==> src/rtl/core/json_string_utf8_to_utf16_decoder_core_assert.svh <==
// ----------------------------------------------------------------------------
// json string decoder assertion macros
// concurrent checks that compile away for synthesis
// ----------------------------------------------------------------------------
`ifndef JSON_STRING_UTF8_TO_UTF16_DECODER_CORE_ASSERT_SVH
`define JSON_STRING_UTF8_TO_UTF16_DECODER_CORE_ASSERT_SVH

`ifndef SYNTHESIS
// property must hold at every clock edge outside reset
`define JSU_ASSERT(lbl, clk, rstn, prop) \
  lbl: assert property (@(posedge clk) disable iff (!(rstn)) (prop)) \
    else $error("%m: assertion failed");
// expression must never be true outside reset
`define JSU_ASSERT_NEVER(lbl, clk, rstn, expr) \
  lbl: assert property (@(posedge clk) disable iff (!(rstn)) !(expr)) \
    else $error("%m: forbidden condition seen");
`else
`define JSU_ASSERT(lbl, clk, rstn, prop)
`define JSU_ASSERT_NEVER(lbl, clk, rstn, expr)
`endif

`endif

==> src/rtl/core/jsu_pkg.sv <==
// ----------------------------------------------------------------------------
// jsu_pkg
// shared types, status codes and character constants of the json decoder
// ----------------------------------------------------------------------------
package jsu_pkg;

  // result status codes
  localparam logic [1:0] ST_UNIT    = 2'd0;
  localparam logic [1:0] ST_END     = 2'd1;
  localparam logic [1:0] ST_BADESC  = 2'd2;
  localparam logic [1:0] ST_BADUTF8 = 2'd3;

  // default depth of the queue between front and back
  localparam int unsigned JSU_QUEUE_DEPTH = 4;

  // code point limits and surrogate bases
  localparam logic [20:0] SUPP_BASE  = 21'h10000;
  localparam logic [5:0]  HI_SURR    = 6'h36;  // 0xd800 >> 10
  localparam logic [5:0]  LO_SURR    = 6'h37;  // 0xdc00 >> 10

  // byte values
  localparam logic [7:0] CH_QUOTE     = 8'h22;
  localparam logic [7:0] CH_BACKSLASH = 8'h5c;
  localparam logic [7:0] CH_U         = 8'h75;
  localparam logic [7:0] LEAD_MIN     = 8'hc2;
  localparam logic [7:0] LEAD_2_MAX   = 8'hdf;
  localparam logic [7:0] LEAD_3_MAX   = 8'hef;
  localparam logic [7:0] LEAD_MAX     = 8'hf4;
  localparam logic [7:0] LEAD_E0      = 8'he0;
  localparam logic [7:0] LEAD_ED      = 8'hed;
  localparam logic [7:0] LEAD_F0      = 8'hf0;
  localparam logic [7:0] CONT_MIN     = 8'h80;
  localparam logic [7:0] CONT_MAX     = 8'hbf;
  localparam logic [7:0] CONT_E0_MIN  = 8'ha0;
  localparam logic [7:0] CONT_ED_MAX  = 8'h9f;
  localparam logic [7:0] CONT_F0_MIN  = 8'h90;
  localparam logic [7:0] CONT_F4_MAX  = 8'h8f;

  // one decoded event handed from front to back
  typedef struct packed {
    logic [20:0] value;   // code point or code unit, zero for non-unit status
    logic [1:0]  status;
  } jsu_job_t;

  // simple escape letters: bit 8 flags a known letter, bits 7:0 the character
  function automatic logic [8:0] esc_map(input logic [7:0] b);
    logic [8:0] r;
    unique case (b)
      8'h30:   r = {1'b1, 8'h00};
      8'h61:   r = {1'b1, 8'h07};
      8'h62:   r = {1'b1, 8'h08};
      8'h74:   r = {1'b1, 8'h09};
      8'h6e:   r = {1'b1, 8'h0a};
      8'h76:   r = {1'b1, 8'h0b};
      8'h66:   r = {1'b1, 8'h0c};
      8'h72:   r = {1'b1, 8'h0d};
      8'h2f:   r = {1'b1, 8'h2f};
      8'h5c:   r = {1'b1, 8'h5c};
      8'h22:   r = {1'b1, 8'h22};
      default: r = 9'h000;
    endcase
    return r;
  endfunction

endpackage

==> src/rtl/core/json_string_utf8_to_utf16_decoder_core.sv <==
// ----------------------------------------------------------------------------
// json_string_utf8_to_utf16_decoder_core
// json string body unescaper, utf-8 bytes in, utf-16 code units out
// ----------------------------------------------------------------------------
// One item is one byte of a json string body (opening quote already taken,
// closing quote included). The front classifies each byte as it is accepted:
// plain ascii, backslash escapes, \u with four hex digits (digit value taken
// unchecked) and range-checked utf-8 sequences. Finished events go into a
// short queue (QueueDepth entries) and the back turns each into one result,
// or into a high/low surrogate pair for code points above 0xffff, with
// last_of_run_o marking the final result of a byte. An unescaped quote gives
// status 1, an unknown escape status 2 and ill-formed utf-8 status 3, all with
// code unit zero; the decoder then carries on in plain mode. Events pass the
// queue, then the output register. The front takes one byte per cycle while
// the queue has room and the back hands out one result per cycle while popped,
// so one byte per cycle is sustained but a surrogate pair holds the back for
// its low half; full rises only when the queue fills behind a stalled output.
// ----------------------------------------------------------------------------
module json_string_utf8_to_utf16_decoder_core #(
  parameter int unsigned QueueDepth = jsu_pkg::JSU_QUEUE_DEPTH
) (
  input  logic        clk_i,
  input  logic        rst_ni,
  // byte side
  input  logic        push,
  output logic        full,
  input  logic [7:0]  byte_in_i,
  // result side
  output logic        empty,
  input  logic        pop,
  output logic [15:0] code_unit_o,
  output logic [1:0]  status_o,
  output logic        last_of_run_o
);
  import jsu_pkg::*;

  logic     accept;
  logic     job_valid;
  jsu_job_t job_in;
  jsu_job_t job_head;
  logic     job_empty;
  logic     job_pop;

  // a byte is taken whenever the queue has room
  assign accept = push && !full;

  jsu_front u_front (
    .clk_i       (clk_i),
    .rst_ni      (rst_ni),
    .accept_i    (accept),
    .byte_in_i   (byte_in_i),
    .job_valid_o (job_valid),
    .job_o       (job_in)
  );

  // decouples the classifier from a stalled result side
  jsu_job_fifo #(
    .Depth (QueueDepth)
  ) u_fifo (
    .clk_i   (clk_i),
    .rst_ni  (rst_ni),
    .push_i  (job_valid),
    .job_i   (job_in),
    .full_o  (full),
    .pop_i   (job_pop),
    .empty_o (job_empty),
    .job_o   (job_head)
  );

  // output register plus pending low surrogate
  jsu_back u_back (
    .clk_i         (clk_i),
    .rst_ni        (rst_ni),
    .job_empty_i   (job_empty),
    .job_i         (job_head),
    .job_pop_o     (job_pop),
    .empty_o       (empty),
    .pop_i         (pop),
    .code_unit_o   (code_unit_o),
    .status_o      (status_o),
    .last_of_run_o (last_of_run_o)
  );

endmodule

==> src/rtl/core/jsu_front.sv <==
// ----------------------------------------------------------------------------
// jsu_front
// byte classifier: escape, hex and utf-8 mode tracking, one byte per cycle
// ----------------------------------------------------------------------------
module jsu_front (
  input  logic             clk_i,
  input  logic             rst_ni,
  input  logic             accept_i,
  input  logic [7:0]       byte_in_i,
  output logic             job_valid_o,
  output jsu_pkg::jsu_job_t job_o
);
  import jsu_pkg::*;

  localparam logic [1:0] MODE_PLAIN = 2'd0;
  localparam logic [1:0] MODE_ESC   = 2'd1;
  localparam logic [1:0] MODE_HEX   = 2'd2;
  localparam logic [1:0] MODE_UTF8  = 2'd3;

  logic [1:0]  mode_q, mode_d;
  logic [1:0]  rem_q, rem_d;
  logic [20:0] acc_q, acc_d;
  logic [7:0]  lead_q, lead_d;
  logic        first_q, first_d;

  logic [4:0]  hex_hi;
  logic [5:0]  digit;
  logic [15:0] hex_acc;
  logic [20:0] cont_acc;
  logic [7:0]  lo, hi;
  logic [8:0]  esc;
  logic [1:0]  rem_dec;

  always_comb begin
    // digit value (b & 0xf) + (b >> 6) * 9, unchecked
    hex_hi   = {byte_in_i[7:6], 3'b000} + {3'b000, byte_in_i[7:6]};
    digit    = {2'b00, byte_in_i[3:0]} + {1'b0, hex_hi};
    hex_acc  = {acc_q[11:0], 4'h0} | {10'h000, digit};
    cont_acc = {acc_q[14:0], byte_in_i[5:0]};
    esc      = esc_map(byte_in_i);
    rem_dec  = rem_q - 2'd1;

    lo = CONT_MIN;
    hi = CONT_MAX;
    if (first_q) begin
      case (lead_q)
        LEAD_E0: lo = CONT_E0_MIN;
        LEAD_ED: hi = CONT_ED_MAX;
        LEAD_F0: lo = CONT_F0_MIN;
        LEAD_MAX: hi = CONT_F4_MAX;
        default: ;
      endcase
    end

    mode_d       = mode_q;
    rem_d        = rem_q;
    acc_d        = acc_q;
    lead_d       = lead_q;
    first_d      = first_q;
    job_valid_o  = 1'b0;
    job_o.value  = '0;
    job_o.status = ST_UNIT;

    if (accept_i) begin
      unique case (mode_q)
        MODE_PLAIN: begin
          if (byte_in_i == CH_QUOTE) begin
            job_valid_o  = 1'b1;
            job_o.status = ST_END;
          end else if (byte_in_i == CH_BACKSLASH) begin
            mode_d = MODE_ESC;
          end else if (!byte_in_i[7]) begin
            job_valid_o = 1'b1;
            job_o.value = {13'h0000, byte_in_i};
          end else if (byte_in_i < LEAD_MIN || byte_in_i > LEAD_MAX) begin
            job_valid_o  = 1'b1;
            job_o.status = ST_BADUTF8;
          end else begin
            if (byte_in_i <= LEAD_2_MAX) begin
              rem_d = 2'd1;
              acc_d = {16'h0000, byte_in_i[4:0]};
            end else if (byte_in_i <= LEAD_3_MAX) begin
              rem_d = 2'd2;
              acc_d = {17'h00000, byte_in_i[3:0]};
            end else begin
              rem_d = 2'd3;
              acc_d = {18'h00000, byte_in_i[2:0]};
            end
            lead_d  = byte_in_i;
            first_d = 1'b1;
            mode_d  = MODE_UTF8;
          end
        end
        MODE_ESC: begin
          mode_d = MODE_PLAIN;
          if (byte_in_i == CH_U) begin
            mode_d = MODE_HEX;
            rem_d  = 2'd3;
            acc_d  = '0;
          end else if (esc[8]) begin
            job_valid_o = 1'b1;
            job_o.value = {13'h0000, esc[7:0]};
          end else begin
            job_valid_o  = 1'b1;
            job_o.status = ST_BADESC;
          end
        end
        MODE_HEX: begin
          acc_d = {5'h00, hex_acc};
          if (rem_q == 2'd0) begin
            mode_d      = MODE_PLAIN;
            job_valid_o = 1'b1;
            job_o.value = {5'h00, hex_acc};
          end else begin
            rem_d = rem_dec;
          end
        end
        MODE_UTF8: begin
          first_d = 1'b0;
          if (byte_in_i < lo || byte_in_i > hi) begin
            mode_d       = MODE_PLAIN;
            rem_d        = 2'd0;
            job_valid_o  = 1'b1;
            job_o.status = ST_BADUTF8;
          end else begin
            acc_d = cont_acc;
            rem_d = rem_dec;
            if (rem_dec == 2'd0) begin
              mode_d      = MODE_PLAIN;
              job_valid_o = 1'b1;
              job_o.value = cont_acc;
            end
          end
        end
        default: mode_d = MODE_PLAIN;
      endcase
    end
  end

  always_ff @(posedge clk_i or negedge rst_ni) begin
    if (!rst_ni) begin
      mode_q  <= MODE_PLAIN;
      rem_q   <= 2'd0;
      acc_q   <= '0;
      lead_q  <= '0;
      first_q <= 1'b0;
    end else begin
      mode_q  <= mode_d;
      rem_q   <= rem_d;
      acc_q   <= acc_d;
      lead_q  <= lead_d;
      first_q <= first_d;
    end
  end

endmodule

==> src/rtl/core/jsu_job_fifo.sv <==
// ----------------------------------------------------------------------------
// jsu_job_fifo
// short queue of decoded events between front and back
// ----------------------------------------------------------------------------
`include "json_string_utf8_to_utf16_decoder_core_assert.svh"

module jsu_job_fifo #(
  parameter int unsigned Depth = jsu_pkg::JSU_QUEUE_DEPTH
) (
  input  logic              clk_i,
  input  logic              rst_ni,
  input  logic              push_i,
  input  jsu_pkg::jsu_job_t job_i,
  output logic              full_o,
  input  logic              pop_i,
  output logic              empty_o,
  output jsu_pkg::jsu_job_t job_o
);
  import jsu_pkg::*;

  localparam int unsigned PtrW = (Depth > 1) ? $clog2(Depth) : 1;
  localparam int unsigned CntW = $clog2(Depth + 1);
  localparam logic [PtrW-1:0] PtrLast = PtrW'(Depth - 1);
  localparam logic [CntW-1:0] CntFull = CntW'(Depth);

  jsu_job_t        mem_q [Depth];
  logic [PtrW-1:0] wr_q, rd_q;
  logic [CntW-1:0] cnt_q;
  logic            do_push, do_pop;

  assign full_o  = (cnt_q == CntFull);
  assign empty_o = (cnt_q == '0);
  assign job_o   = mem_q[rd_q];
  assign do_push = push_i && !full_o;
  assign do_pop  = pop_i && !empty_o;

  always_ff @(posedge clk_i) begin
    if (do_push) begin
      mem_q[wr_q] <= job_i;
    end
  end

  always_ff @(posedge clk_i or negedge rst_ni) begin
    if (!rst_ni) begin
      wr_q  <= '0;
      rd_q  <= '0;
      cnt_q <= '0;
    end else begin
      if (do_push) begin
        wr_q <= (wr_q == PtrLast) ? '0 : wr_q + 1'b1;
      end
      if (do_pop) begin
        rd_q <= (rd_q == PtrLast) ? '0 : rd_q + 1'b1;
      end
      if (do_push && !do_pop) begin
        cnt_q <= cnt_q + 1'b1;
      end else if (do_pop && !do_push) begin
        cnt_q <= cnt_q - 1'b1;
      end
    end
  end

  `JSU_ASSERT(a_cnt_bound, clk_i, rst_ni, cnt_q <= CntFull)
  `JSU_ASSERT_NEVER(a_push_full, clk_i, rst_ni, push_i && full_o)
  `JSU_ASSERT_NEVER(a_pop_empty, clk_i, rst_ni, pop_i && empty_o)

endmodule

==> src/rtl/core/jsu_back.sv <==
// ----------------------------------------------------------------------------
// jsu_back
// expands events into code units, splits supplementary points into pairs
// ----------------------------------------------------------------------------
`include "json_string_utf8_to_utf16_decoder_core_assert.svh"

module jsu_back (
  input  logic              clk_i,
  input  logic              rst_ni,
  input  logic              job_empty_i,
  input  jsu_pkg::jsu_job_t job_i,
  output logic              job_pop_o,
  output logic              empty_o,
  input  logic              pop_i,
  output logic [15:0]       code_unit_o,
  output logic [1:0]        status_o,
  output logic              last_of_run_o
);
  import jsu_pkg::*;

  logic        out_valid_q, out_valid_d;
  logic [15:0] unit_q, unit_d;
  logic [1:0]  status_q, status_d;
  logic        last_q, last_d;
  logic        pend_q, pend_d;
  logic [9:0]  pend_lo_q, pend_lo_d;

  logic        load;
  logic        is_pair;
  logic [20:0] supp;

  assign load    = !out_valid_q || pop_i;
  assign is_pair = (job_i.status == ST_UNIT) && (job_i.value[20:16] != 5'h00);
  assign supp    = job_i.value - SUPP_BASE;

  always_comb begin
    out_valid_d = out_valid_q;
    unit_d      = unit_q;
    status_d    = status_q;
    last_d      = last_q;
    pend_d      = pend_q;
    pend_lo_d   = pend_lo_q;
    job_pop_o   = 1'b0;
    if (load) begin
      if (pend_q) begin
        // low half of a surrogate pair
        out_valid_d = 1'b1;
        unit_d      = {LO_SURR, pend_lo_q};
        status_d    = ST_UNIT;
        last_d      = 1'b1;
        pend_d      = 1'b0;
      end else if (!job_empty_i) begin
        job_pop_o   = 1'b1;
        out_valid_d = 1'b1;
        status_d    = job_i.status;
        if (is_pair) begin
          unit_d    = {HI_SURR, supp[19:10]};
          last_d    = 1'b0;
          pend_d    = 1'b1;
          pend_lo_d = supp[9:0];
        end else begin
          unit_d = job_i.value[15:0];
          last_d = 1'b1;
        end
      end else begin
        out_valid_d = 1'b0;
      end
    end
  end

  always_ff @(posedge clk_i or negedge rst_ni) begin
    if (!rst_ni) begin
      out_valid_q <= 1'b0;
      pend_q      <= 1'b0;
    end else begin
      out_valid_q <= out_valid_d;
      pend_q      <= pend_d;
    end
  end

  always_ff @(posedge clk_i) begin
    unit_q    <= unit_d;
    status_q  <= status_d;
    last_q    <= last_d;
    pend_lo_q <= pend_lo_d;
  end

  assign empty_o       = !out_valid_q;
  assign code_unit_o   = unit_q;
  assign status_o      = status_q;
  assign last_of_run_o = last_q;

  `JSU_ASSERT(a_pend_high_shown, clk_i, rst_ni, pend_q |-> (out_valid_q && !last_q))
  `JSU_ASSERT(a_err_zero, clk_i, rst_ni, (out_valid_q && status_q != ST_UNIT) |-> (unit_q == '0))
  `JSU_ASSERT_NEVER(a_pop_while_pend, clk_i, rst_ni, job_pop_o && pend_q)

endmodule

==> config.mk <==
export PLATFORM = sky130hd
export DESIGN_NAME = json_string_utf8_to_utf16_decoder_core
export DESIGN_NICKNAME = d
export VERILOG_FILES = /design/src/rtl/core/jsu_pkg.sv /design/src/rtl/core/json_string_utf8_to_utf16_decoder_core.sv /design/src/rtl/core/jsu_front.sv /design/src/rtl/core/jsu_job_fifo.sv /design/src/rtl/core/jsu_back.sv
export VERILOG_INCLUDE_DIRS = /design/src /design/src/rtl/core
export SDC_FILE = /design/constraint.sdc
export NUM_CORES = 1
export LEC_CHECK = 0
export BUFFER_PORTS_ARGS = -buffer_cell sky130_fd_sc_hd__clkbuf_2
export CORE_MARGIN = 2
export CORE_UTILIZATION = 38
export CTS_BUF_LIST = sky130_fd_sc_hd__clkbuf_4
export CTS_CLUSTER_SIZE = 30
export DETAILED_ROUTE_END_ITERATION = 7
export GPL_ROUTABILITY_DRIVEN = 0
export PLACE_DENSITY = 0.63
export SYNTH_ARGS = -nofsm -noshare
export SYNTH_HDL_FRONTEND = slang
export SYNTH_SLANG_ARGS = --single-unit
==> constraint.sdc <==
create_clock -name clk_i -period 6.6 [get_ports clk_i]
set_input_delay 0.99 -clock clk_i [delete_from_list [all_inputs] [get_ports clk_i]]
set_output_delay 0.99 -clock clk_i [all_outputs]
set_load 0.02 [all_outputs]
After elaboration in Yosys (flattened, before gate mapping)
Memories as Yosys holds them, arrays and structs flattened.
Cells that the tools add are included.
W data, S select, Z words.
{"block": "op_classes", "n_addsub": 8, "muxes": 83, "eq_ne": 34, "n_lt_le_gt_ge": 6, "reduce_logical": 29, "bitwise": 6}
{"cell": "$pmux W9 S11", "count": 1}
{"cell": "$mux W15", "count": 6}
{"cell": "$pmux W21 S4", "count": 1}
{"cell": "$eq A8 B7 Y1 const B", "count": 9}
{"cell": "$mux W21", "count": 3}
{"cell": "$pmux W15 S4", "count": 1}
{"cell": "$mux W16", "count": 3}
{"cell": "$mux W2", "count": 24}
{"cell": "$mux W23", "count": 2}
{"cell": "$eq A8 B8 Y1 const B", "count": 4}
{"cell": "$mux W1", "count": 25}
{"cell": "$eq A8 B6 Y1 const B", "count": 3}
{"cell": "$mux W8", "count": 3}
{"cell": "$pmux W6 S2", "count": 2}
{"cell": "$mux W10", "count": 2}
{"cell": "$sub A20 B17 Y20 const B", "count": 1}
{"cell": "$reduce_and A6 Y1", "count": 3}
{"cell": "$le A8 B8 Y1 const B", "count": 2}
{"cell": "$or A16 B6 Y16", "count": 1}
{"cell": "$pmux W2 S4", "count": 2}
{"cell": "$ne A2 B2 Y1 const B", "count": 7}
{"cell": "$reduce_and A7 Y1", "count": 2}
{"cell": "$eq A2 B2 Y1 const B", "count": 4}
{"cell": "$gt A8 B8 Y1", "count": 1}
{"cell": "31 further kinds", "count": 54}
{"block": "totals", "ram_bits": 92, "memories": 1, "ff_bits": 66}
{"memory": "u_fifo.mem_q", "words": 4, "word_bits": 23, "rd": 1, "rd_ports_with_merged_regs": 0, "wr": 1, "line": "jsu_job_fifo.sv:26", "rtl": "jsu_job_t mem_q [Depth];"}

Logic depth before layout (Yosys ltp)
{"block": "depth", "depth_word": 13, "depth_mapped": 16, "ltp_nobuf": 16}

Modules after synthesis
From an unflattened synthesis, not the netlist that was laid out.
{"block": "unflattened", "hier_cells": 591, "hier_area_um2": 7768.7}
{"mod": "jsu_job_fifo", "area_each_um2": 3761.1, "instances": 1, "seq_area_each_um2": 2937.8, "cells_per_inst": 158}
{"mod": "jsu_front", "area_each_um2": 2618.8, "instances": 1, "seq_area_each_um2": 700.7, "cells_per_inst": 327}
{"mod": "jsu_back", "area_each_um2": 1375.1, "instances": 1, "seq_area_each_um2": 920.9, "cells_per_inst": 105}
{"mod": "json_string_utf8_to_utf16_decoder_core", "area_each_um2": 13.8, "instances": 1, "seq_area_each_um2": 0.0, "cells_per_inst": 1}

Least setup slack after synthesis
OpenSTA, ideal clock, no wires.
{"block": "synth_path", "kind": "in2reg", "start": "input byte_in_i[4]", "end": "register u_fifo.cnt_q[2]", "setup_slack_ns": 3.260, "arrival_ns": 3.261, "path_buffers": 1, "required_ns": 6.521, "stages": 12, "setup_time_ns": 0.079, "cell_sequence": "buf_2 > nor4b_2 > and2_1 > or2b_1 > o21a_1 > o311a_2 > ha_1 > inv_1 > fa_1 > xor2_1 > nor2_1 > xor2_1"}
{"block": "synth_via", "elab_chain_cells": 12, "elab_cells_between_ends": 23, "cone_classes": "order compare (4); eq/ne (3); mux (9); reduce/logical (7)"}
{"item": "from (decl)", "line": "json_string_utf8_to_utf16_decoder_core.sv:27", "rtl": "input logic [7:0] byte_in_i,"}
{"item": "$lt A8 B8 Y1 or $gt A8 B8 Y1 (tied branches)", "line": "jsu_front.sv:75", "rtl": "end else if (byte_in_i < LEAD_MIN || byte_in_i > LEAD_MAX) begin"}
{"item": "$logic_or A1 B1 Y1", "line": "jsu_front.sv:75"}
{"item": "$mux W1", "line": "jsu_front.sv:75"}
{"item": "$mux W1", "line": "jsu_front.sv:72", "rtl": "end else if (!byte_in_i[7]) begin"}
{"item": "$mux W1", "line": "jsu_front.sv:70", "rtl": "end else if (byte_in_i == CH_BACKSLASH) begin"}
{"item": "$mux W1", "line": "jsu_front.sv:67", "rtl": "if (byte_in_i == CH_QUOTE) begin"}
{"item": "$pmux W1 S4 *", "line": "jsu_front.sv:65", "rtl": "unique case (mode_q)"}
{"item": "$mux W1 *", "line": "jsu_front.sv:64", "rtl": "if (accept_i) begin"}
{"item": "$logic_and A1 B1 Y1 *", "line": "jsu_job_fifo.sv:34", "rtl": "assign do_push = push_i && !full_o;"}
{"item": "via u_fifo.do_push", "line": "jsu_job_fifo.sv:29", "rtl": "logic do_push, do_pop;"}
{"item": "$logic_not A1 Y1", "line": "jsu_job_fifo.sv:57", "rtl": "end else if (do_pop && !do_push) begin"}
{"item": "$logic_and A1 B1 Y1", "line": "jsu_job_fifo.sv:57"}
{"item": "$reduce_bool A2 Y1 (no line)"}
{"item": "to (signal assigned)", "line": "jsu_job_fifo.sv:56", "rtl": "cnt_q <= cnt_q + 1'b1;"}
{"item": "to (signal assigned)", "line": "jsu_job_fifo.sv:58", "rtl": "cnt_q <= cnt_q - 1'b1;"}
{"item": "to (decl)", "line": "jsu_job_fifo.sv:28", "rtl": "logic [CntW-1:0] cnt_q;"}
Mark *: on every way through the listed nets, which the timed path passes. The rest lies on a longest branch.
A chain may end at the register's enable or synchronous reset.

Worst setup path after layout
{"block": "layout_path", "start": "register u_fifo.rd_q[0]", "end": "register u_back.pend_lo_q[8], enable pin"}
{"block": "layout_via", "elab_chain_cells": 4, "elab_cells_between_ends": 5, "cone_classes": "reduce/logical (4); memory (1)"}
{"item": "from (decl)", "line": "jsu_job_fifo.sv:27", "rtl": "logic [PtrW-1:0] wr_q, rd_q;"}
{"item": "from (signal assigned)", "line": "jsu_job_fifo.sv:53", "rtl": "rd_q <= (rd_q == PtrLast) ? '0 : rd_q + 1'b1;"}
{"item": "$mem_v2 Z4 W23 *"}
{"item": "$reduce_bool A5 Y1 or $logic_not A2 Y1 (tied branches)", "line": "jsu_back.sv:33", "rtl": "assign is_pair = (job_i.status == ST_UNIT) && (job_i.value[20:16] != 5'h00);"}
{"item": "$logic_and A1 B1 Y1 *", "line": "jsu_back.sv:33"}
{"item": "$reduce_and A4 Y1 (no line) *"}
{"item": "to (signal assigned)", "line": "jsu_back.sv:85", "rtl": "pend_lo_q <= pend_lo_d;"}
{"item": "to (decl)", "line": "jsu_back.sv:26", "rtl": "logic [9:0] pend_lo_q, pend_lo_d;"}
Mark *: on every way between the ends. The rest lies on a longest branch, timed or not.

==> impl_metrics.csv <==
group,metric,value,unit
run_status,outcome,"finished, final reports clean",
worst_setup_path,r2r_start,"u_fifo.rd_q[0]",
pwr,p_total,3.58,mW
clock_tree,cts_buffer_depth,2,
worst_setup_path,r2r_end,"u_back.pend_lo_q[8]",
worst_setup_path,worstSetupPathType,"register to register",
routing,vias_per_cell,5.30,
worst_setup_path,worstPathArrival,3.85,ns
flow_run,drv_cap,0,
routing,drt_iter0_drc,381,
synthesis,syn_nets,598,
worst_setup_path,path_max_fanout,16,
die,coreArea,20200,sq um
global_routing,grtUsageTotal,14.4,%
timing,layout_worst_path_cycle_share,55.6,%
timing,slew_violations,0,
synthesis,ys_warn_count,0,
clock_tree,htree_levels,4,
synthesis,ys_ff_latch,158,
die,dieArea,21600,sq um
die,start_util,38.5,%
worst_setup_path,critPathLaunchType,"register",
place,hpwlAfterDp,10500,um
synthesis,seq_area_frac_synth,58.7,%
place,post-place-ws,2.56,ns
clock_tree,post_cts_resized,0,
synthesis,synth_edf_count,121,
clock_tree,clock-sinks,158,
worst_setup_path,r2r_setup_slack,2.93,ns
min_path,holdPathEnd,"u_front.lead_q[6]",
clock_tree,clk_latency,0.54,ns
die,ios,33,
timing,skew,0.0233,ns
synthesis,async_flop_share,23.4,%
routing,firstDrtPassIters,6,
synthesis,synthFlopType,"edfxtp_1",
routing,wl_per_cell,17.1,um
global_routing,first_global_vias,4589,
synthesis,syn_inst,568,
synthesis,synth_cell_types,76,
pwr,ir_drop,0.000154,V
finish,layout-drive-gt1-share,22.3,%
die,die_y,147,um
synthesis,syn_avg_cell_area,13.7,sq um
timing,hold_viol,0,
worst_setup_path,reg2reg_depth,7,
routing,totalWireLength,14900,um
place,dp_cells,838,
finish,diodes,0,
worst_setup_path,worstPathRequired,6.78,ns
timing,max_freq,273,MHz
finish,final_cell_count_no_fill,870,
routing,ant_nets,0,
finish,mostFrequentLayoutCells,"121 x edfxtp_1, 37 x dfrtp_1, 35 x nor2_1, 34 x nand2_1, 32 x clkbuf_2",
min_path,holdPathStages,1,
finish,mostFrequentLayoutCell,"edfxtp_1",
die,rows,52,
clock_tree,post_cts_buffers,0,
timing,fin_ws,2.93,ns
timing,period_needed,3.67,ns
timing,max_slew_margin,19.4,%
timing,rsz0062_at_grt,"no",
die,die_w,147,um
finish,area_delta_synth_final,8.30,%
timing,tightest_slew,1.21,ns
min_path,min_from,"u_front.lead_q[6]",
place,numPortBuffers,32,
timing,setup_viol,0,
synthesis,synth.cell_area,7760,sq um
routing,drc_errors,0,
clock_tree,root_buffer,"clkbuf_4",
global_routing,grt-ovfl-total,0,
clock_tree,path_clk_slew,0.14,ns
pwr,leakage,3.03,nW
clock_tree,cts_hold_buf,0,
pwr,pwr_density_cell,426,nW/um^2
finish,design_area,8410,sq um
place,place_area,8100,sq um
clock_tree,cts_buffers,17,
min_path,hp-class,"register to register",
finish,final_nets,617,
worst_setup_path,endpoint_kind,"register",
timing,setup_tns,0,ns
global_routing,grt_max_degree,38,
routing,vias,4615,
global_routing,grt_first_pass_wirelength,24400,um
clock_tree,cts_tree,"yes",
global_routing,antenna_found_initial,0,
[registers in the layout, indices dropped and copies added, names as in the netlist, 2 cells and up]
signal,flops
u_front.mode_q,2
u_back.status_o,2
u_front.rem_q,2
u_front.lead_q,8
u_fifo.mem_q,92
u_front.acc_q,15
u_fifo.cnt_q,3
u_fifo.wr_q,2
u_back.code_unit_o,16
u_back.pend_lo_q,10
u_fifo.rd_q,2
[synthesized netlist by cell type (4+ instances only)]
master / n / area [sq um]
nand2_1: 34 / 128
and3_1: 8 / 50.1
a22oi_1: 9 / 67.6
xor2_1: 4 / 35.0
a31oi_1: 5 / 31.3
a21o_1: 5 / 37.5
o21ai_0: 25 / 125
or2_2: 4 / 25.0
mux2_2: 19 / 214
a21oi_1: 18 / 90.1
o21ai_1: 6 / 30.0
mux2_4: 9 / 135
nor3_1: 11 / 55.1
clkbuf_1: 16 / 60.1
dfrtp_1: 37 / 926
inv_1: 18 / 67.6
nor2b_1: 17 / 106
mux4_2: 22 / 495
edfxtp_1: 121 / 3630
xnor2_1: 5 / 43.8
nor2_1: 35 / 131
ha_1: 16 / 200
mux2i_1: 20 / 200
and2_1: 8 / 50.1
buf_2: 13 / 65.1
nand2b_1: 8 / 50.1
[logic make-up after synthesis]
family	synth area share (%)
simple gates	11.5
xor+xnor	1.02
buf+inv	3.40
flops	58.7
compound gates	8.54
mux	13.7
fa+ha+maj	3.09
[power breakdown]
group          internal (mW)  leakage, nW  total, mW  switching [mW]
logic                  0.592         1.28       1.34           0.744
registers               1.45         1.59       1.65           0.199
clock network          0.238        0.166      0.596           0.358
[metal layers]
metal | share of wire (%) | GRT usage (%) | vias up
li1 | - | - | 2190
met4 | 1.2 | 3.70 | 0
met3 | 5.6 | 3.14 | 14
met2 | 48 | 22.9 | 142
met5 | 0 | 0 | -
met1 | 45 | 20.2 | 2269
[per-stage QoR]
stage | hold WS (ns) | util, %
after floorplan | 0.431 | -
after global placement | 0.451 | 40.2
after detailed placement | 0.459 | 40.2
after CTS | 0.491 | 41.7
after global routing | 0.505 | 41.7
final | 0.490 | 41.7
[area by class of cell]
cell class	instances	area, sq um
clock inverters	15	178
repair buffers	37	198
flip-flops and latches	158	4560
multi-input cells	355	2940
fillers	1899	11800
inverters	18	67.6
clock buffers	17	128
well taps	270	338
[critical path, cell delays in order (launching register included)]
cell     delay, ns
dfrtp_1       0.83
buf_4         0.40
mux4_2        0.32
inv_1         0.05
ha_1          0.19
nor4b_2       0.16
or3_1         0.59
nor2_1        0.76
[worst max path at each step]
stage / start / depth (start not counted) / endpoint / slack [ns]
final: u_fifo.rd_q[0] / 7 / u_back.pend_lo_q[8] / 2.93
after global routing: u_fifo.rd_q[0] / 7 / u_back.pend_lo_q[7] / 2.56
after CTS: u_fifo.rd_q[0] / 7 / u_back.pend_lo_q[8] / 2.82
after detailed placement: byte_in_i[1] / 7 / u_fifo.mem_q[0][11] / 2.56
after global placement: byte_in_i[1] / 7 / u_fifo.mem_q[0][18] / 2.64
after floorplan: byte_in_i[4] / 12 / u_fifo.cnt_q[2] / 3.26
Note: power is estimated with default switching activity, not from simulation.
